<file path="src/rtl/core/pha_pkg.sv">
// ----------------------------------------------------------------------------
// pha_pkg: shared types and constants of the pixel histogram accumulator
// Transaction payloads, command codes and the register map.
// ----------------------------------------------------------------------------
package pha_pkg;

  localparam int unsigned VALUE_W     = 8;
  localparam int unsigned BIN_COUNT_W = 20;
  localparam int unsigned APB_ADDR_W  = 3;
  localparam int unsigned APB_DATA_W  = 32;

  // Word index of the only register.
  localparam logic REG_MAX_GREY_LEVEL = 1'b0;
  localparam logic [VALUE_W-1:0] MAX_GREY_LEVEL_RESET = 8'd255;

  typedef enum logic {
    CMD_ACCUMULATE = 1'b0,
    CMD_READ       = 1'b1
  } pha_cmd_e;

  typedef struct packed {
    pha_cmd_e           cmd;
    logic [VALUE_W-1:0] value;
  } pha_in_t;

  typedef struct packed {
    logic [BIN_COUNT_W-1:0] bin_count;
    logic                   out_of_range;
  } pha_out_t;

endpackage

</file>
<file path="src/rtl/core/pha_cfg_regs.sv">
// ----------------------------------------------------------------------------
// pha_cfg_regs: configuration register file
// APB slave holding the highest valid grey level.
// ----------------------------------------------------------------------------
module pha_cfg_regs (
  input  logic                             clk_i,
  input  logic                             rst_ni,
  input  logic                             psel,
  input  logic                             penable,
  input  logic                             pwrite,
  input  logic [pha_pkg::APB_ADDR_W-1:0]   paddr,
  input  logic [pha_pkg::APB_DATA_W-1:0]   pwdata,
  output logic [pha_pkg::APB_DATA_W-1:0]   prdata,
  output logic                             pready,
  output logic [pha_pkg::VALUE_W-1:0]      max_grey_o
);
  import pha_pkg::*;

  logic [VALUE_W-1:0] max_grey_q;
  logic               reg_sel;
  logic               wr_en;

  // The low two address bits select a byte lane and are ignored.
  assign reg_sel = (paddr[2] == REG_MAX_GREY_LEVEL);
  assign wr_en   = psel && penable && pwrite && reg_sel;
  assign pready  = 1'b1;

  always_ff @(posedge clk_i or negedge rst_ni) begin
    if (!rst_ni) begin
      max_grey_q <= MAX_GREY_LEVEL_RESET;
    end else if (wr_en) begin
      max_grey_q <= pwdata[VALUE_W-1:0];
    end
  end

  always_comb begin
    prdata = '0;
    if (reg_sel) begin
      prdata = APB_DATA_W'(max_grey_q);
    end
  end

  assign max_grey_o = max_grey_q;

endmodule

</file>
<file path="config.mk">
export PLATFORM = sky130hd
export DESIGN_NAME = pha_cfg_regs
export DESIGN_NICKNAME = d
export VERILOG_FILES = /design/src/rtl/core/pha_pkg.sv /design/src/rtl/core/pha_cfg_regs.sv
export SDC_FILE = /design/constraint.sdc
export NUM_CORES = 1
export LEC_CHECK = 0
export BUFFER_PORTS_ARGS = -buffer_cell sky130_fd_sc_hd__buf_4
export CAP_MARGIN = 20
export CORE_AREA = 2 2 46 48
export CTS_CLUSTER_SIZE = 10
export DETAILED_ROUTE_END_ITERATION = 7
export DIE_AREA = 0 0 48 50
export PLACE_DENSITY_LB_ADDON = 0.05
export SYNTH_ARGS = -nofsm -noshare
export SYNTH_HDL_FRONTEND = slang
export SYNTH_SLANG_ARGS = --single-unit
</file>
<file path="constraint.sdc">
create_clock -name clk_i -period 2 [get_ports clk_i]
set_clock_uncertainty 0.1 [all_clocks]
set_input_delay 0.5 -clock clk_i [delete_from_list [all_inputs] [get_ports clk_i]]
set_output_delay 0.5 -clock clk_i [all_outputs]
set_load 0.05 [all_outputs]
</file>
==> impl_metrics.tcl, run 1 <==
set metrics [dict create \
    total_via_count_in_the_routed_design 384 \
    starting_density 0.3099 \
    final_period_minus_worst_setup_slack_ps 1706 \
    fmax_ghz 0.5861 \
    grt_pass1_vias 340 \
    worst_setup_path_end_kind "primary output" \
    global_route_wire_length_before_repair_mm 1.428 \
    grt_start_max_net_pins 10 \
    postLayoutCellArea_um2 762.0 \
    finalHoldViolations 0 \
    num-fill-cells 216 \
    clock_tree.htree_level_count 1 \
    power.density_nw_per_um2 1127 \
    yosysWarningCount 0 \
    synth_seq_cells 8 \
    final_common_cell "buf_4" \
    area.sequential_um2 210.2 \
    synthesis.area_per_instance_um2 11.33 \
    cts.hold.buffers_added 0 \
    die_width_um 48 \
    post_cts_buffers 0 \
    cts.reportedPaths.clkPinSlew_ps 50 \
    min_path_type "in2async" \
    drt-total-wl_um 993 \
    grtUsageTotal 0.08976 \
    globalplace.congestion 0.6041 \
    antenna_found_initial 0 \
    most-common-layout-cells "buf_4, conb_1, and2b_2, mux2_2, dfstp_2" \
    switching_component_of_the_power_uw 433.0 \
    crit_arrival_ps 1110 \
    detailedRoute.firstIterationViolations 0 \
    share_of_post_route_cells_with_drive_strength_above_1 0.6951 \
    die_area_um2 2400 \
    final_antenna_net_count 0 \
    largest_reg_flops 8 \
    worst_reg2reg_setup_slack_ps 1170 \
    type_of_origin_of_the_critical_path "flip-flop" \
    worstSetupStartpoint "max_grey_o[0]" \
    synth.cell_area_um2 589.3 \
    crit-reg2reg-launch "max_grey_o[4]" \
    syn_inst 52 \
    power.share.switching 0.5042 \
    first_pass_iters 1 \
    final_critical_path_share_of_the_clock_period 0.8531 \
    drv_cap 0 \
    die_height_um 50 \
    worstRegToRegCells 1 \
    antenna-diode-count 0 \
    floorplan.rows 16 \
    critPathMaxFanout 3 \
    clock-root-buffer "clkbuf_4" \
    synth.lib_cells_used.distinct 6 \
    totalNegativeSetupSlack_ps 0 \
    whs_ps 145.9 \
    combinationalPowerShare 0.569 \
    clock_power_share 0.142 \
    clockBufferDepth 2 \
    multiInputGateArea_um2 277.8 \
    share_seq_of_total_power 0.289 \
    timing.rr.end "max_grey_o[4]" \
    area.growth.synth_to_final_pct 29.30 \
    cts_inserted_buffers 3 \
    gr-total-overflow 0 \
    p_int_uw 425.8 \
    detail_route.drc_violations 0 \
    cp.required_ps 1400 \
    synth_sequential_area_ratio 0.3567 \
    clk_latency_ps 250 \
    final-max-slew-violation-count 0 \
    post_drt_wl_per_cell_um 9.110 \
    tritoncts "done" \
    vias_per_cell 3.523 \
    num-nets-final 124 \
    ir_worst_vdd_uv 539.7 \
    top_level_ports 81 \
    core_area_um2 1902 \
    tritoncts_num_sinks 8 \
    unrepaired_setup_endpoints_after_global_routing "false" \
    status "completed" \
    setup-violations-final 0 \
    timing.setup.critical_path_class "reg2out" \
    leakagePower_nw 0.4141 \
    placed_cell_area_um2 739.5 \
    portBuffers 29 \
    post_cts.resized_instances 0 \
]
-- worst max-delay path, stage by stage (launching register included) --
cell and delay [ps]:
dfstp_2 540, and2b_2 130, buf_4 190
-- per-layer routing --
layer / vias to the layer above / part of all wire / track usage
met5: - / 0 / 0
met4: 0 / 0.0081 / 0.05405
met3: 2 / 0.12 / 0.03297
met2: 33 / 0.49 / 0.1244
met1: 173 / 0.38 / 0.1143
li1: 176 / - / -
-- area by class of cell --
cell class / count / share of cell area
repair buffers: 29 / 0.2857
clock buffers: 3 / 0.02956
flip-flops and latches: 8 / 0.2759
multi-input cells: 42 / 0.3645
well taps: 27 / 0.04433
-- worst max path at each step --
stage	end	slack, ps
3_3_place_gp	prdata[7]	360
2_1_floorplan	prdata[0]	380
5_1_grt	prdata[7]	250
4_1_cts	prdata[0]	280
3_5_place_dp	prdata[2]	350
6_report	prdata[0]	290
-- Yosys cell counts, drive strengths merged --
cell type / count / area [µm²]
and2b: 8 / 70.07
conb: 2 / 7.510
nand4b: 1 / 23.77
mux2: 8 / 90.09
buf: 25 / 187.7
dfstp: 8 / 210.2
-- power groups by stage --
stage	registers (mW)	logic, mW	clock network [mW]
2_1_floorplan	0.382	0.277	0
5_1_grt	0.256	0.508	0.135
4_1_cts	0.249	0.492	0.128
3_5_place_dp	0.252	0.492	0
3_3_place_gp	0.251	0.491	0
6_report	0.248	0.489	0.122
-- metrics by stage --
step	std cells	total power, mW	setup WS (ps)	util
after detailed placement	106	0.7435	354.1	0.3888
after floorplan	75	0.6586	377.6	-
after CTS	109	0.8700	279.3	0.4007
final	109	0.8588	293.9	0.4007
after global placement	106	0.7422	357.1	0.3888
after global routing	109	0.8992	250.4	0.4007
-- kinds of logic (layout without fill, tap and decap cells) --
family | after synthesis | count (layout) | share of synthesized area
buffers and inverters | 25 | 32 | 0.3185
flip-flops | 8 | 8 | 0.3567
multiplexers | 8 | 8 | 0.1529
other | 2 | 25 | 0.01274
AND/OR/NAND/NOR | 9 | 9 | 0.1592
No activity file was read; power rests on OpenSTA's default activity.
==> inputs of run 2 (changes only) <==
Settings changed: CELL_PAD_IN_SITES_DETAIL_PLACEMENT set to 1, CELL_PAD_IN_SITES_GLOBAL_PLACEMENT set to 1, CORE_AREA 2 2 46 48 to 2 2 58 60, DIE_AREA 0 0 48 50 to 0 0 60 62.
==> run 2 against run 1 <==
Effect of this change: routed wire length increased by 18%; register-to-register slack about the same; highest routed layer is now met3; sequential cell count unchanged.
==> impl_metrics.tcl, run 2 (synthesized netlist as in run 1, its figures left out) <==
set metrics [dict create \
    status "completed" \
    final-max-slew-violation-count 0 \
    finalHoldViolations 0 \
    grt_pass1_vias 351 \
    starting_density 0.1854 \
    drt-total-wl_mm 1.169 \
    ir_worst_vdd_uv 330.2 \
    die_width_um 60 \
    post_drt_wl_per_cell_um 9.133 \
    detailedRoute.firstIterationViolations 4 \
    post_cts_buffers 0 \
    clock_tree.htree_level_count 1 \
    clockBufferDepth 2 \
    globalplace.congestion 0.5486 \
    critPathMaxFanout 3 \
    die_area_um2 3720 \
    gr-total-overflow 0 \
    crit-reg2reg-launch "max_grey_o[5]" \
    worstRegToRegCells 1 \
    worst_setup_path_end_kind "primary output" \
    fmax_ghz 0.5857 \
    final_antenna_net_count 0 \
    num-fill-cells 383 \
    unrepaired_setup_endpoints_after_global_routing "false" \
    min_path_type "in2async" \
    final_critical_path_share_of_the_clock_period 0.8536 \
    portBuffers 29 \
    clock-root-buffer "clkbuf_4" \
    core_area_um2 3179 \
    largest_reg_flops 8 \
    totalNegativeSetupSlack_ps 0 \
    clk_latency_ps 250 \
    timing.rr.end "max_grey_o[5]" \
    placed_cell_area_um2 763.2 \
    die_height_um 62 \
    crit_arrival_ps 1110 \
    vias_per_cell 2.969 \
    antenna_found_initial 0 \
    whs_ps 155.4 \
    area.growth.synth_to_final_pct 33.33 \
    final_common_cell "buf_4" \
    setup-violations-final 0 \
    share_of_post_route_cells_with_drive_strength_above_1 0.6951 \
    type_of_origin_of_the_critical_path "flip-flop" \
    finish.utilization 0.2471 \
    timing.setup.critical_path_class "reg2out" \
    grt_start_max_net_pins 10 \
    cts_inserted_buffers 3 \
    leakagePower_nw 0.4141 \
    most-common-layout-cells "buf_4, conb_1, and2b_2, mux2_2, dfstp_2" \
    dp.final_hpwl_um 915.7 \
    area.sequential_um2 210.2 \
    antenna-diode-count 0 \
    num-nets-final 124 \
    cts.reportedPaths.clkPinSlew_ps 60 \
    worst_reg2reg_setup_slack_ps 1160 \
    power.density_nw_per_um2 1096 \
    global_route_wire_length_before_repair_mm 1.669 \
    detail_route.drc_violations 0 \
    floorplan.rows 21 \
    postLayoutCellArea_um2 785.8 \
    multiInputGateArea_um2 277.8 \
    cp.required_ps 1400 \
    total_via_count_in_the_routed_design 380 \
    final_period_minus_worst_setup_slack_ps 1707 \
    top_level_ports 81 \
    grtUsageTotal 0.06331 \
    tritoncts "done" \
    drv_cap 0 \
    cts.hold.buffers_added 0 \
    first_pass_iters 2 \
    tritoncts_num_sinks 8 \
    layout_setup_ws_ps 292.8 \
    pre_cts_ws_ps 339.1 \
    post_cts.resized_instances 0 \
]
run 2: cell counts in the layout (fill, tap and decap cells not counted):
Identical to the previous run, type by type.
run 2: report_power, final:
group	switching [mW]	internal, mW
clock network	0.0538	0.0686
logic	0.357	0.133
registers	0.0250	0.224
total	0.435	0.426
run 2: through the flow:
stage / std cells / power, mW
finish: 128 / 0.8614
global route: 128 / 0.9135
floorplan: 75 / 0.6586
CTS: 128 / 0.8769
detailed placement: 125 / 0.7449
global placement: 125 / 0.7440
run 2: how the worst max path moves through the flow:
stage,start,to,cells past startpoint
after global placement,paddr[2],prdata[1],3
after floorplan,max_grey_o[0],prdata[0],1
after detailed placement,paddr[2],prdata[7],3
after CTS,max_grey_o[5],prdata[5],2
after global routing,max_grey_o[4],prdata[4],2
final,max_grey_o[1],prdata[1],2
run 2: cell type report:
cell class / instances / area share
Multi-Input combinational cell: 42 / 0.3535
Timing Repair Buffer: 29 / 0.2771
Sequential cell: 8 / 0.2675
Tap cell: 46 / 0.07325
Clock buffer: 3 / 0.02866
run 2: per-layer routing:
metal	up-vias	part of all wire	track usage
li1	175	-	-
met1	175	0.43	0.08186
met2	30	0.46	0.09161
met3	0	0.11	0.02692
met4	0	0	0.02857
met5	-	0	0
run 2: worst max-delay path, cell delays in order, from the launching register on:
cell	delay, ps
dfstp_2	540
and2b_2	130
buf_4	180
==> inputs of run 3 (changes only) <==
Settings changed: PLACE_DENSITY_LB_ADDON 0.05 to 0.1.
==> run 3 against run 2 <==
Effect of this change: maximum frequency about the same; global-route usage down 0.49 points; non-clock buffer count unchanged; count of clock-buffer cells in the layout unchanged; cell area unchanged.
==> impl_metrics.tcl, run 3 (synthesized netlist as in run 1, its figures left out) <==
set metrics [dict create \
    ir_worst_vdd_uv 337.9 \
    worst-path-buf-inv 1 \
    core_area_um2 3179 \
    final_common_cell "buf_4" \
    share_seq_of_total_power 0.290 \
    die_width_um 60 \
    die_area_um2 3720 \
    timing.rr.end "max_grey_o[1]" \
    worst_setup_path_end_kind "primary output" \
    antenna-diode-count 0 \
    fmax_ghz 0.5855 \
    worstPathCellList "and2b_2 > buf_4" \
    cts.reportedPaths.clkPinSlew_ps 60 \
    pre_cts_ws_ps 348.0 \
    final_critical_path_share_of_the_clock_period 0.8540 \
    crit_arrival_ps 1110 \
    totalNegativeSetupSlack_ps 0 \
    cp.required_ps 1400 \
    switching_component_of_the_power_uw 433.2 \
    cts_inserted_buffers 3 \
    die_height_um 62 \
    grtUsageTotal 0.05844 \
    detail_route.drc_violations 0 \
    final_period_minus_worst_setup_slack_ps 1708 \
    p_int_uw 425.9 \
    post_cts.resized_instances 0 \
    area.growth.synth_to_final_pct 33.33 \
    post_cts_buffers 0 \
    setup-violations-final 0 \
    top_level_ports 81 \
    largest_reg_flops 8 \
    clk_latency_ps 250 \
    power.share.switching 0.5042 \
    unrepaired_setup_endpoints_after_global_routing "false" \
    drv_cap 0 \
    clock-root-buffer "clkbuf_4" \
    power.density_nw_per_um2 1093 \
    worst_reg2reg_setup_slack_ps 1170 \
    global_route_wire_length_before_repair_mm 1.483 \
    first_pass_iters 2 \
    floorplan.rows 21 \
    most-common-layout-cells "buf_4, conb_1, and2b_2, mux2_2, dfstp_2" \
    combinationalPowerShare 0.570 \
    grt_pass1_vias 329 \
    clock_power_share 0.140 \
    whs_ps 148.4 \
    portBuffers 29 \
    tritoncts_num_sinks 8 \
    share_of_post_route_cells_with_drive_strength_above_1 0.6951 \
    status "completed" \
    clock_tree.htree_level_count 1 \
    worstRegToRegCells 1 \
    clockBufferDepth 2 \
    cpPeakStageDelay_ps 540 \
    final_antenna_net_count 0 \
    power.total_uw 859.1 \
    placed_cell_area_um2 763.2 \
    critPathMaxFanout 3 \
    type_of_origin_of_the_critical_path "flip-flop" \
    antenna_found_initial 0 \
    vias_per_cell 2.992 \
    num-nets-final 124 \
    grt_start_max_net_pins 10 \
    final-max-slew-violation-count 0 \
    cts.hold.buffers_added 0 \
    crit-reg2reg-launch "max_grey_o[1]" \
    globalplace.congestion 0.5735 \
    layout_setup_ws_ps 292.0 \
    timing.critical_path.max_delay_family "flip-flops" \
    tritoncts "done" \
    drt-total-wl_mm 1.131 \
    leakagePower_nw 0.4141 \
    starting_density 0.1854 \
    total_via_count_in_the_routed_design 383 \
    gr-total-overflow 0 \
    detailedRoute.firstIterationViolations 1 \
    finalHoldViolations 0 \
    timing.setup.critical_path_class "reg2out" \
    postLayoutCellArea_um2 785.8 \
    slowest_stage "dfstp_2" \
    post_drt_wl_per_cell_um 8.836 \
    dp.final_hpwl_um 947.5 \
    min_path_type "in2async" \
]
## run 3: how the worst max path moves through the flow
stage | cells past startpoint | from | endpoint | slack (ps)
finish | 2 | max_grey_o[1] | prdata[1] | 290
global route | 2 | max_grey_o[7] | prdata[7] | 250
CTS | 2 | max_grey_o[1] | prdata[1] | 270
detailed placement | 3 | paddr[2] | prdata[7] | 350
global placement | 3 | paddr[2] | prdata[7] | 340
floorplan | 1 | max_grey_o[0] | prdata[0] | 380
## run 3: cell type report
cell class / instances / area, µm²
timing repair buffer: 29 / 217.7
fill: 388 / 2394
sequential: 8 / 210.2
multi-input combinational: 42 / 277.8
clock buffer: 3 / 22.52
tap: 46 / 57.56
## run 3: per-layer routing
| layer | global-route usage | share of wire | up-vias |
|---|---|---|---|
| li1 | - | - | 176 |
| met1 | 0.05639 | 0.36 | 176 |
| met2 | 0.1009 | 0.52 | 29 |
| met3 | 0.008282 | 0.10 | 2 |
| met4 | 0.06667 | 0.024 | 0 |
| met5 | 0 | 0 | - |
## run 3: stage by stage
step	std cells	utilization
floorplan	75	-
global placement	125	0.2401
detailed placement	125	0.2401
CTS	128	0.2471
global route	128	0.2471
finish	128	0.2471
## run 3: power by group through the flow
stage	Sequential, mW	Clock [mW]	Combinational (mW)
final	0.249	0.120	0.490
after global routing	0.256	0.136	0.509
after CTS	0.250	0.130	0.493
after detailed placement	0.253	0	0.493
after global placement	0.251	0	0.492
after floorplan	0.382	0	0.277
