`config.mk`:
```
export PLATFORM = sky130hd
export DESIGN_NAME = pha_update
export DESIGN_NICKNAME = d
export VERILOG_FILES = /design/src/rtl/core/pha_pkg.sv /design/src/rtl/core/pha_update.sv
export SDC_FILE = /design/constraint.sdc
export NUM_CORES = 1
export LEC_CHECK = 0
export BUFFER_PORTS_ARGS = -buffer_cell sky130_fd_sc_hd__buf_2
export CORE_MARGIN = 10
export CORE_UTILIZATION = 48
export CTS_BUF_LIST = sky130_fd_sc_hd__clkbuf_2 sky130_fd_sc_hd__clkbuf_4 sky130_fd_sc_hd__clkbuf_8
export DETAILED_ROUTE_END_ITERATION = 10
export PLACE_DENSITY_LB_ADDON = 0.15
export SLEW_MARGIN = 30
export SYNTH_ARGS = -nofsm -noshare
export SYNTH_HDL_FRONTEND = slang
export SYNTH_SLANG_ARGS = --single-unit
```
`constraint.sdc`:
```
create_clock -name clk_i -period 22.4 [get_ports clk_i]
set_input_delay 6.72 -clock clk_i [delete_from_list [all_inputs] [get_ports clk_i]]
set_output_delay 6.72 -clock clk_i [all_outputs]
set_load 0.005 [all_outputs]
```
`src/rtl/core/pha_pkg.sv`:
```
// ----------------------------------------------------------------------------
// pha_pkg: shared types and constants of the pixel histogram accumulator
// Transaction payloads, command codes and the register map.
// ----------------------------------------------------------------------------
package pha_pkg;

  localparam int unsigned VALUE_W     = 8;
  localparam int unsigned BIN_COUNT_W = 20;
  localparam int unsigned APB_ADDR_W  = 3;
  localparam int unsigned APB_DATA_W  = 32;

  // Word index of the only register.
  localparam logic REG_MAX_GREY_LEVEL = 1'b0;
  localparam logic [VALUE_W-1:0] MAX_GREY_LEVEL_RESET = 8'd255;

  typedef enum logic {
    CMD_ACCUMULATE = 1'b0,
    CMD_READ       = 1'b1
  } pha_cmd_e;

  typedef struct packed {
    pha_cmd_e           cmd;
    logic [VALUE_W-1:0] value;
  } pha_in_t;

  typedef struct packed {
    logic [BIN_COUNT_W-1:0] bin_count;
    logic                   out_of_range;
  } pha_out_t;

endpackage

```
`src/rtl/core/pha_update.sv`:
```
// ----------------------------------------------------------------------------
// pha_update: read-modify-write pipeline
// Issues the bin read, forwards the last write, saturates the increment,
// writes back and holds the result in an output register.
// ----------------------------------------------------------------------------
module pha_update #(
  parameter int unsigned NUM_BINS   = 256,
  parameter int unsigned COUNT_BITS = 20,
  parameter int unsigned IDX_W      = $clog2(NUM_BINS)
) (
  input  logic                        clk_i,
  input  logic                        rst_ni,
  input  logic                        in_valid_i,
  output logic                        in_ready_o,
  input  pha_pkg::pha_in_t            in_data_i,
  output logic                        out_valid_o,
  input  logic                        out_ready_i,
  output pha_pkg::pha_out_t           out_data_o,
  input  logic [pha_pkg::VALUE_W-1:0] max_grey_i,
  input  logic                        busy_i,
  output logic                        rd_en_o,
  output logic [IDX_W-1:0]            rd_addr_o,
  input  logic [COUNT_BITS-1:0]       rd_data_i,
  output logic                        wr_en_o,
  output logic [IDX_W-1:0]            wr_addr_o,
  output logic [COUNT_BITS-1:0]       wr_data_o
);
  import pha_pkg::*;

  logic                  s1_valid_q;
  logic                  s1_acc_q;
  logic                  s1_oor_q;
  logic [IDX_W-1:0]      s1_idx_q;
  logic                  fwd_valid_q;
  logic [IDX_W-1:0]      fwd_idx_q;
  logic [COUNT_BITS-1:0] fwd_data_q;
  logic                  out_valid_q;
  pha_out_t              out_q;

  logic                  s1_adv;
  logic                  accept;
  logic [31:0]           value_ext;
  logic                  in_oor;
  logic [COUNT_BITS-1:0] cur_count;
  logic [COUNT_BITS-1:0] inc_count;
  logic [COUNT_BITS-1:0] res_count;
  logic [31:0]           res_ext;
  logic                  do_write;

  assign s1_adv     = s1_valid_q && (!out_valid_q || out_ready_i);
  assign in_ready_o = !busy_i && (!s1_valid_q || s1_adv);
  assign accept     = in_valid_i && in_ready_o;

  assign value_ext = 32'(in_data_i.value);
  assign in_oor    = (in_data_i.value > max_grey_i) || (value_ext >= NUM_BINS);

  assign rd_en_o   = accept;
  assign rd_addr_o = value_ext[IDX_W-1:0];

  // The write of the previous transaction lands on the same edge as this
  // read, so the memory returns the older count; take it from the bypass.
  assign cur_count = (fwd_valid_q && (fwd_idx_q == s1_idx_q)) ? fwd_data_q : rd_data_i;
  assign inc_count = (&cur_count) ? cur_count : cur_count + 1'b1;

  always_comb begin
    res_count = cur_count;
    if (s1_oor_q) begin
      res_count = '0;
    end else if (s1_acc_q) begin
      res_count = inc_count;
    end
  end

  assign res_ext   = 32'(res_count);
  assign do_write  = s1_adv && s1_acc_q && !s1_oor_q;
  assign wr_en_o   = do_write;
  assign wr_addr_o = s1_idx_q;
  assign wr_data_o = inc_count;

  always_ff @(posedge clk_i or negedge rst_ni) begin
    if (!rst_ni) begin
      s1_valid_q  <= 1'b0;
      fwd_valid_q <= 1'b0;
      out_valid_q <= 1'b0;
    end else begin
      if (accept) begin
        s1_valid_q <= 1'b1;
      end else if (s1_adv) begin
        s1_valid_q <= 1'b0;
      end
      if (busy_i) begin
        fwd_valid_q <= 1'b0;
      end else if (do_write) begin
        fwd_valid_q <= 1'b1;
      end
      if (s1_adv) begin
        out_valid_q <= 1'b1;
      end else if (out_ready_i) begin
        out_valid_q <= 1'b0;
      end
    end
  end

  always_ff @(posedge clk_i) begin
    if (accept) begin
      s1_acc_q <= (in_data_i.cmd == CMD_ACCUMULATE);
      s1_oor_q <= in_oor;
      s1_idx_q <= value_ext[IDX_W-1:0];
    end
    if (do_write) begin
      fwd_idx_q  <= s1_idx_q;
      fwd_data_q <= inc_count;
    end
    if (s1_adv) begin
      out_q.bin_count    <= res_ext[BIN_COUNT_W-1:0];
      out_q.out_of_range <= s1_oor_q;
    end
  end

  assign out_valid_o = out_valid_q;
  assign out_data_o  = out_q;

endmodule

```
==> impl_metrics.yaml, run 1 <==
run_status:
  status: "finished clean"
sta:
  finalHoldViolCount: 0
  fin_crit_sh: 0.701
  clock.fmax_ghz: 0.0637
  worstMarginPinSlew_ps: 901
  max_slew_margin: 0.399
  final-max-slew-violation-count: 0
  worst_clock_skew_ps: 8.61
  min_period_ps: 15710
  rsz0062_at_grt: "false"
  fin_tns_setup_ps: 0
  finalSetupViolCount: 0
setup_path:
  cp-end-kind: "primary output"
  worstPathCellList: "buf_2 -> mux2i_1 -> inv_1 -> ha_1 -> nand3_1 -> or3_1 -> mux2_2 -> nand2_2 -> xor2_1 -> buf_2"
  cpMostUsedCell: "buf_2"
  path_class: "primary input to primary output"
  crit_fanout: 29
  crit_buf_inv: 3
  cp_top_family: "simple AND/OR/NAND/NOR gates"
  critPathRequiredTime_ps: 15680
  worst_setup_path_start_kind: "primary input"
  arrival_ps: 8990
  cp_slowest_stage_delay_ps: 510
  crit_slowest_cell: "mux2_2"
global_routing:
  grt_pass1_wl_um: 15600
  grt_use_total: 0.166
  grt_pass1_vias: 3131
  grt_overflow: 0
  grt_max_degree: 44
  antenna_found_initial: 0
synth:
  yosysWarnings: 0
  synthesis.nets: 404
  synth_top_cell_area_share: 0.462
  postSynthCellCount: 353
  yosysSeqAreaShare: 0.481
  syn_area_um2: 3840
  synth_seq_cells: 62
  ys_types: 49
  post-synth-top-area-cell: "edfxtp_1"
  ys_top_cells_by_area: "edfxtp_1, mux2i_1, xnor2_1"
  avgSynthCellArea_um2: 10.9
route:
  post_drt_wl_per_cell_um: 17.7
  via_per_inst: 5.67
  drc_errors: 0
  drtAntennaViolNets: 0
  vias: 3137
  wl_um: 9780
  drt-pass1-iter-count: 4
  drtIter0Drc: 177
cts:
  root_buffer: "clkbuf_8"
  post_cts_buffers: 0
  numClockSinks: 62
  ctsHtreeMaxLevel: 3
  cts_resized: 0
  ctsHoldBuffers: 0
  clk_pin_slew_ps: 60
  cts.path.max_buffers: 2
  clock_insertion_delay_worst_skew_ps: 350
  cts_buffers: 9
  cts_tree: "built"
run:
  cap_violations: 0
hold_path:
  hold_path_class: "flip-flop to flip-flop"
final_layout:
  drive_gt1_frac: 0.313
  syn_to_final_growth_pct: 19.1
  design_area_um2: 4570
  fin_util: 0.589
  antenna_cells: 0
  final_nets: 497
place:
  gp_congestion: 0.829
  io_buffers: 102
  dpl.hpwl_um: 7230
  placed_area_um2: 4360
floorplanning:
  coreArea_um2: 7770
  start_util: 0.494
  die_y_um: 109
  rows: 32
  die_area_um2: 12000
  ios: 103
  die_x_um: 109
pwr:
  power_mw: 0.272
  p_per_area_nw_per_um2: 59.5
  p_leak_nw: 1.70
  ir_drop_uv: 37.6
[per-stage QoR]
| stage | hold slack (ps) | worst slack [ps] | cells |
|---|---|---|---|
| detailed placement | 485 | 6720 | 536 |
| global placement | 478 | 6830 | 536 |
| global route | 525 | 6410 | 553 |
| CTS | 500 | 6710 | 552 |
| finish | 496 | 6690 | 553 |
| floorplan | 466 | 5910 | 353 |
[area by class of cell]
type | count | area, µm²
sequential | 62 | 1850
fill | 704 | 3200
multi-input combinational | 253 | 1800
tap | 102 | 128
clock buffer | 12 | 153
clock inverter | 4 | 47.5
inverter | 15 | 56.3
timing repair buffer | 105 | 537
[worst paths after layout]
check / startpoint / to / slack [ps] / cells after the start
hold / removal: wr_addr_o[5]$_DFFE_PP_ / fwd_idx_q[5]$_DFFE_PP_ / 500 / 0
setup / recovery: rd_data_i[0] / wr_data_o[9] / 6690 / 10
setup reg to reg: wr_addr_o[0]$_DFFE_PP_ / out_data_o[15]$_SDFFCE_PP0P_ / 18800 / 12
min in group asynchronous: rst_ni / s1_valid_q$_DFFE_PN0P_ / 6150 / 1
max in group asynchronous: rst_ni / fwd_valid_q$_DFFE_PN0P_ / 16140 / 1
hold reg to reg: wr_addr_o[5]$_DFFE_PP_ / fwd_idx_q[5]$_DFFE_PP_ / 500 / 0
[state kept, by name, summed over array words and instances, names as in the netlist]
signal / flops
out_data_o: 21
fwd_data_q: 20
fwd_idx_q: 8
wr_addr_o: 8
fwd_valid_q: 1
out_valid_o: 1
s1_acc_q: 1
s1_oor_q: 1
s1_valid_q: 1
[where the power goes]
part / total, mW / internal, mW / switching (mW)
combinational: 0.0335 / 0.0148 / 0.0187
sequential: 0.137 / 0.133 / 0.00332
clock: 0.102 / 0.0566 / 0.0452
total: 0.272 / 0.205 / 0.0672
[layer usage]
layer,track usage,vias to the layer above,share of wire
li1,-,1518,-
met1,0.207,1473,0.43
met2,0.270,129,0.47
met3,0.0439,17,0.078
met4,0.0660,0,0.020
met5,0,-,0
[cells in the final DEF (no fill, tap or decap), drive strengths merged, types with 2 or more instances in the layout]
| master | count |
|---|---|
| buf | 105 |
| mux2 | 6 |
| nand2 | 25 |
| a31o | 10 |
| nand2b | 6 |
| and3 | 4 |
| a31oi | 2 |
| or3 | 3 |
| o21ai | 5 |
| edfxtp | 59 |
| ha | 9 |
| nor2 | 13 |
| and2 | 4 |
| nand4 | 21 |
| xnor2 | 16 |
| or3b | 2 |
| inv | 15 |
| clkinv | 2 |
| nor3 | 15 |
| a21o | 4 |
| nand3 | 16 |
| clkbuf | 12 |
| dfrtp | 3 |
| nor2b | 4 |
| mux2i | 33 |
| a21oi | 19 |
| nor4 | 5 |
| and4 | 5 |
| o21a | 5 |
| xor2 | 10 |
[cell families (layout without fill, tap and decap cells)]
| kind of cell | after synthesis | count (layout) | share of synthesized area |
|---|---|---|---|
| AO/OA/AOI/OAI | 51 | 51 | 0.0890 |
| XOR/XNOR | 26 | 26 | 0.0593 |
| adder cells (fa/ha/maj) | 9 | 9 | 0.0293 |
| buffers and inverters | 38 | 136 | 0.0515 |
| flip-flops | 62 | 62 | 0.481 |
| multiplexers | 39 | 39 | 0.104 |
| AND/OR/NAND/NOR | 128 | 128 | 0.186 |
[cells in the mapped netlist (all sizes together)]
cell type and count:
nand3b 1, clkbuf 7, dfrtp 3, mux2i 33, o2111ai 1, and3 4
a221oi 1, or4b 1, or3 3, o31a 1, nor4 5, edfxtp 59
or4 1, o21a 5, a31oi 2, a211oi 1, o41ai 1, and2 4
and3b 1, or3b 2, nand2 25, nand4 21, nand2b 6, nor3b 1
nand3 16, nor3 15, inv 15, a21oi 19, ha 9, xor2 10
xnor2 16, o31ai 1, o21ai 5, a31o 10, mux2 6, buf 16
nor2 13, and4 5, a21o 4, nor2b 4
Note: power is estimated with default switching activity, not from simulation.
==> run 2, diff against run 1 <==
--- a/config.mk
+++ b/config.mk
@@ -5,6 +5,7 @@
 export SDC_FILE = /design/constraint.sdc
 export NUM_CORES = 1
 export LEC_CHECK = 0
+export ABC_AREA = 1
 export BUFFER_PORTS_ARGS = -buffer_cell sky130_fd_sc_hd__buf_2
 export CORE_MARGIN = 10
 export CORE_UTILIZATION = 48
==> constraint.sdc (replaced) <==
create_clock -name clk_i -period 15.66 [get_ports clk_i]
set_input_delay 4.698 -clock clk_i [delete_from_list [all_inputs] [get_ports clk_i]]
set_output_delay 4.698 -clock clk_i [all_outputs]
set_load 0.005 [all_outputs]
==> run 2 against run 1 <==
Net effect: die area increased by 6.1%; utilization is 0.70 points lower; wire length rose by 14%; cell area increased by 5.6%; combinational power is 82% higher; sequential power up 42%; first-iteration DRC count increased by 4.5%; synthesized cell count increased by 38%; non-clock buffer count decreased by 1; final cell count increased by 25%; total power grew 48%; setup slack got worse by 2100 ps.
==> impl_metrics.yaml, run 2 <==
global_routing:
  grt_pass1_vias: 3382
  grt_max_degree: 32
  grt_use_total: 0.171
  grt_overflow: 0
  grt_pass1_wl_um: 17700
  antenna_found_initial: 0
pwr:
  power_frac_comb: 0.151
  seqPwrFrac: 0.483
  ir_drop_uv: 50.0
  power_mw: 0.403
  p_per_area_nw_per_um2: 83.5
  p_int_mw: 0.293
  power.switching_mw: 0.109
  pwr-share-clk: 0.366
  p_leak_nw: 2.38
  swShare: 0.272
synth:
  ys_top_cells_by_area: "edfxtp_1, nand2_1, inv_1"
  synthTopCellsByCount: "nand2_1, inv_1, edfxtp_1"
  post-synth-top-area-cell: "edfxtp_1"
  synthesis.nets: 539
  synth.most_common_cell: "nand2_1"
  yosys_most_used_dff: "edfxtp_1"
  synth_seq_cells: 62
  postSynthCellCount: 488
  ys_types: 39
  syn_area_um2: 4120
  synthArstFlopShare: 0.0484
  avgSynthCellArea_um2: 8.45
  synth_top_cell_area_share: 0.430
  yosysWarnings: 0
  synth_edf_count: 59
  yosysSeqAreaShare: 0.448
hold_path:
  min_from: "wr_addr_o[1]$_DFFE_PP_"
  hold_depth: 0
  hold_path_class: "flip-flop to flip-flop"
  holdPathEnd: "fwd_idx_q[1]$_DFFE_PP_"
floorplanning:
  die_x_um: 113
  start_util: 0.497
  die_area_um2: 12700
  coreArea_um2: 8300
  die_y_um: 113
  rows: 33
  ios: 103
cts:
  cts_tree: "built"
  root_buffer: "clkbuf_8"
  numClockSinks: 62
  cts_resized: 0
  clk_pin_slew_ps: 80
  ctsHtreeMaxLevel: 3
  post_cts_buffers: 0
  ctsHoldBuffers: 0
  clock_insertion_delay_worst_skew_ps: 340
  cts.path.max_buffers: 2
  cts_buffers: 9
sta:
  final-max-slew-violation-count: 0
  min_period_ps: 11060
  fin_tns_setup_ps: 0
  rsz0062_at_grt: "false"
  finalSetupViolCount: 0
  worst_clock_skew_ps: 12.9
  clock.fmax_ghz: 0.0904
  max_slew_margin: 0.378
  finalHoldViolCount: 0
  worstMarginPinSlew_ps: 930
  fin_crit_sh: 0.706
setup_path:
  timing.rr.start: "wr_addr_o[4]$_DFFE_PP_"
  reg2regPathDepth: 15
  critPathRequiredTime_ps: 10960
  r2r-end: "out_data_o[1]$_SDFFCE_PP0P_"
  arrival_ps: 6360
  path_class: "primary input to primary output"
  worst_setup_path_start_kind: "primary input"
  reg2reg_slack_ps: 12090
  crit_fanout: 8
  cp-end-kind: "primary output"
final_layout:
  largest_reg_flops: 21
  final_nets: 633
  drive_gt1_frac: 0.310
  syn_to_final_growth_pct: 17.1
  antenna_cells: 0
  final_common_cell: "nand2_1"
  layout_common_cells: "nand2_1, buf_2, inv_1"
route:
  drtAntennaViolNets: 0
  wl_um: 11200
  post_drt_wl_per_cell_um: 16.2
  drtIter0Drc: 185
  drc_errors: 0
  drt-pass1-iter-count: 5
  via_per_inst: 5.07
  vias: 3510
place:
  gp_congestion: 0.904
  io_buffers: 102
  dpl.hpwl_um: 8330
run:
  cap_violations: 0
run_status:
  status: "finished clean"
[run 2: area by class of cell]
type	count	area, µm²
fillers	778	3470
flip-flops and latches	62	1850
multi-input cells	328	1830
repair buffers	104	526
inverters	77	289
clock buffers	11	145
well taps	105	131
clock inverters	5	58.8
[run 2: worst max-delay path by stage]
| stage | from | to | slack, ps | depth (start not counted) |
|---|---|---|---|---|
| final | rd_data_i[0] | wr_data_o[1] | 4600 | 12 |
| after global routing | rd_data_i[0] | wr_data_o[1] | 4440 | 12 |
| after CTS | rd_data_i[0] | wr_data_o[13] | 4590 | 11 |
| after detailed placement | rd_data_i[0] | wr_data_o[13] | 4600 | 11 |
| after global placement | rd_data_i[0] | wr_data_o[19] | 4660 | 11 |
| after floorplan | out_ready_i | wr_en_o | 3990 | 4 |
[run 2: per-layer routing]
layer	routed length, µm	part of all wire	GRT usage
met5	0	0	0
met4	72	0.0064	0.0381
met3	878	0.078	0.0407
met2	5320	0.48	0.274
met1	4920	0.44	0.227
[run 2: metrics by stage]
stage	hold WS [ps]	instance area [µm²]	setup WS, ps	util	cells
6_report	514	4830	4600	0.582	692
4_1_cts	514	4830	4590	0.582	692
2_1_floorplan	451	4120	3990	-	488
5_1_grt	536	4830	4440	0.582	692
3_5_place_dp	494	4620	4600	0.557	676
3_3_place_gp	483	4620	4660	0.557	676
[run 2: worst max-delay path, stage by stage]
cell	delay (ps)
buf_2	80
nand2_1	70
o21ai_4	140
ha_1	260
nand2_1	110
nor2_4	160
nand2_4	100
nor2_1	160
nand3_1	230
nand2_1	150
nand2_1	70
buf_2	130
[run 2: power groups by stage]
stage | registers (mW) | logic, mW | clock network (mW)
floorplan | 0.198 | 0.0375 | 0
global placement | 0.198 | 0.0603 | 0
detailed placement | 0.198 | 0.0614 | 0
CTS | 0.194 | 0.0618 | 0.149
global route | 0.195 | 0.0688 | 0.157
finish | 0.194 | 0.0610 | 0.147
[run 2: logic make-up after synthesis]
| kind of cell | synth area share |
|---|---|
| AND/OR/NAND/NOR | 0.335 |
| adder cells (fa/ha/maj) | 0.0273 |
| flip-flops | 0.448 |
| AO/OA/AOI/OAI | 0.0658 |
| buffers and inverters | 0.110 |
| XOR/XNOR | 0.0149 |
==> run 3, diff against run 2 <==
--- a/config.mk
+++ b/config.mk
@@ -5,7 +5,7 @@
 export SDC_FILE = /design/constraint.sdc
 export NUM_CORES = 1
 export LEC_CHECK = 0
-export ABC_AREA = 1
+export ABC_AREA = 0
 export BUFFER_PORTS_ARGS = -buffer_cell sky130_fd_sc_hd__buf_2
 export CORE_MARGIN = 10
 export CORE_UTILIZATION = 48
==> constraint.sdc (replaced) <==
create_clock -name clk_i -period 9.85 [get_ports clk_i]
set_input_delay 2.955 -clock clk_i [delete_from_list [all_inputs] [get_ports clk_i]]
set_output_delay 2.955 -clock clk_i [all_outputs]
set_load 0.005 [all_outputs]
==> run 3 against run 2 <==
Net effect: critical path depth shrank 2; sequential share of layout area grew 2.2 points; final cell count shrank 20%; sequential power grew 60%; critical endpoint is now wr_data_o[9]; largest cell class unchanged; largest power group unchanged.
==> impl_metrics.yaml, run 3 (synthesis gave the netlist of run 1 again) <==
global_routing:
  antenna_found_initial: 0
  grt_pass1_vias: 3069
  grt_pass1_wl_um: 15300
  grt_max_degree: 44
  grt_overflow: 0
  grt_use_total: 0.163
setup_path:
  critPathRequiredTime_ps: 6900
  path_class: "primary input to primary output"
  reg2regPathDepth: 12
  worst_setup_path_start_kind: "primary input"
  crit_fanout: 29
  arrival_ps: 5240
  cp-end-kind: "primary output"
route:
  highest_layer: "met4"
  route.met3.wl_um: 616
  met2_length_um: 4610
  post_drt_wl_per_cell_um: 17.4
  vias: 3085
  wl_um: 9610
  m1WireLength_um: 4230
  drtAntennaViolNets: 0
  drtIter0Drc: 134
  drt-pass1-iter-count: 4
  drc_errors: 0
  via_per_inst: 5.58
final_layout:
  layout_common_cells: "buf_2, edfxtp_1, mux2i_1"
  final_nets: 497
  syn_to_final_growth_pct: 19.0
  fillers: 703
  antenna_cells: 0
  drive_gt1_frac: 0.313
  final_common_cell: "buf_2"
  largest_reg_flops: 21
sta:
  finalHoldViolCount: 0
  min_period_ps: 8200
  max_slew_margin: 0.418
  worst_clock_skew_ps: 12.7
  clock.fmax_ghz: 0.122
  fin_tns_setup_ps: 0
  finalSetupViolCount: 0
  fin_crit_sh: 0.832
  worstMarginPinSlew_ps: 873
  rsz0062_at_grt: "false"
  final-max-slew-violation-count: 0
hold_path:
  hold_depth: 0
  hold_path_class: "flip-flop to flip-flop"
floorplanning:
  rows: 32
  die_x_um: 109
  coreArea_um2: 7770
  start_util: 0.494
  die_area_um2: 12000
  ios: 103
  die_y_um: 109
place:
  gp_congestion: 0.829
  dpl.hpwl_um: 7210
  io_buffers: 102
cts:
  root_buffer: "clkbuf_8"
  cts_resized: 0
  ctsHtreeMaxLevel: 3
  cts_buffers: 9
  cts_tree: "built"
  ctsHoldBuffers: 0
  post_cts_buffers: 0
  clock_insertion_delay_worst_skew_ps: 340
  clk_pin_slew_ps: 60
  numClockSinks: 62
  cts.path.max_buffers: 2
pwr:
  ir_drop_uv: 77.8
  p_leak_nw: 1.70
  p_per_area_nw_per_um2: 134
  power_mw: 0.611
run:
  cap_violations: 0
run_status:
  status: "finished clean"
run 3: worst paths after layout:
check | start | to | slack (ps)
min reg2reg | wr_addr_o[5]$_DFFE_PP_ | fwd_idx_q[5]$_DFFE_PP_ | 500
max in group asynchronous | rst_ni | s1_valid_q$_DFFE_PN0P_ | 7350
max | rd_data_i[0] | wr_data_o[9] | 1650
max reg2reg | wr_addr_o[0]$_DFFE_PP_ | out_data_o[15]$_SDFFCE_PP0P_ | 6240
min in group asynchronous | rst_ni | out_valid_o$_DFFE_PN0P_ | 2400
min | wr_addr_o[5]$_DFFE_PP_ | fwd_idx_q[5]$_DFFE_PP_ | 500
run 3: through the flow:
stage | setup slack [ps] | hold slack, ps | utilization | instance area (µm²) | std cells
floorplan | 890 | 466 | - | 3840 | 353
global placement | 1810 | 478 | 0.561 | 4360 | 536
detailed placement | 1680 | 485 | 0.561 | 4360 | 536
CTS | 1670 | 500 | 0.586 | 4550 | 552
global route | 1420 | 525 | 0.588 | 4570 | 553
finish | 1650 | 496 | 0.588 | 4570 | 553
run 3: critical path, stage by stage:
cell,delay (ps)
buf_2,90
mux2i_1,100
inv_1,110
ha_1,290
nand3_1,230
or3_1,440
mux2_2,510
nand2_2,140
xor2_1,210
buf_2,150
run 3: area by class of cell:
type,instances,area (µm²),share of cell area
sequential,62,1850,0.404
multi-input combinational,253,1800,0.395
timing repair buffer,105,537,0.118
clock buffer,12,146,0.0321
tap,102,128,0.0280
inverter,15,56.3,0.0123
clock inverter,4,47.5,0.0104
run 3: power by group:
part	internal, mW	switching [mW]	total (mW)	leakage, nW
combinational	0.0336	0.0429	0.0765	1.01
clock	0.125	0.0990	0.224	0.101
sequential	0.304	0.00738	0.311	0.587
run 3: layer usage:
layer | track usage | vias up
li1 | - | 1514
met1 | 0.203 | 1469
met2 | 0.263 | 92
met3 | 0.0462 | 10
met4 | 0.0613 | 0
met5 | 0 | -
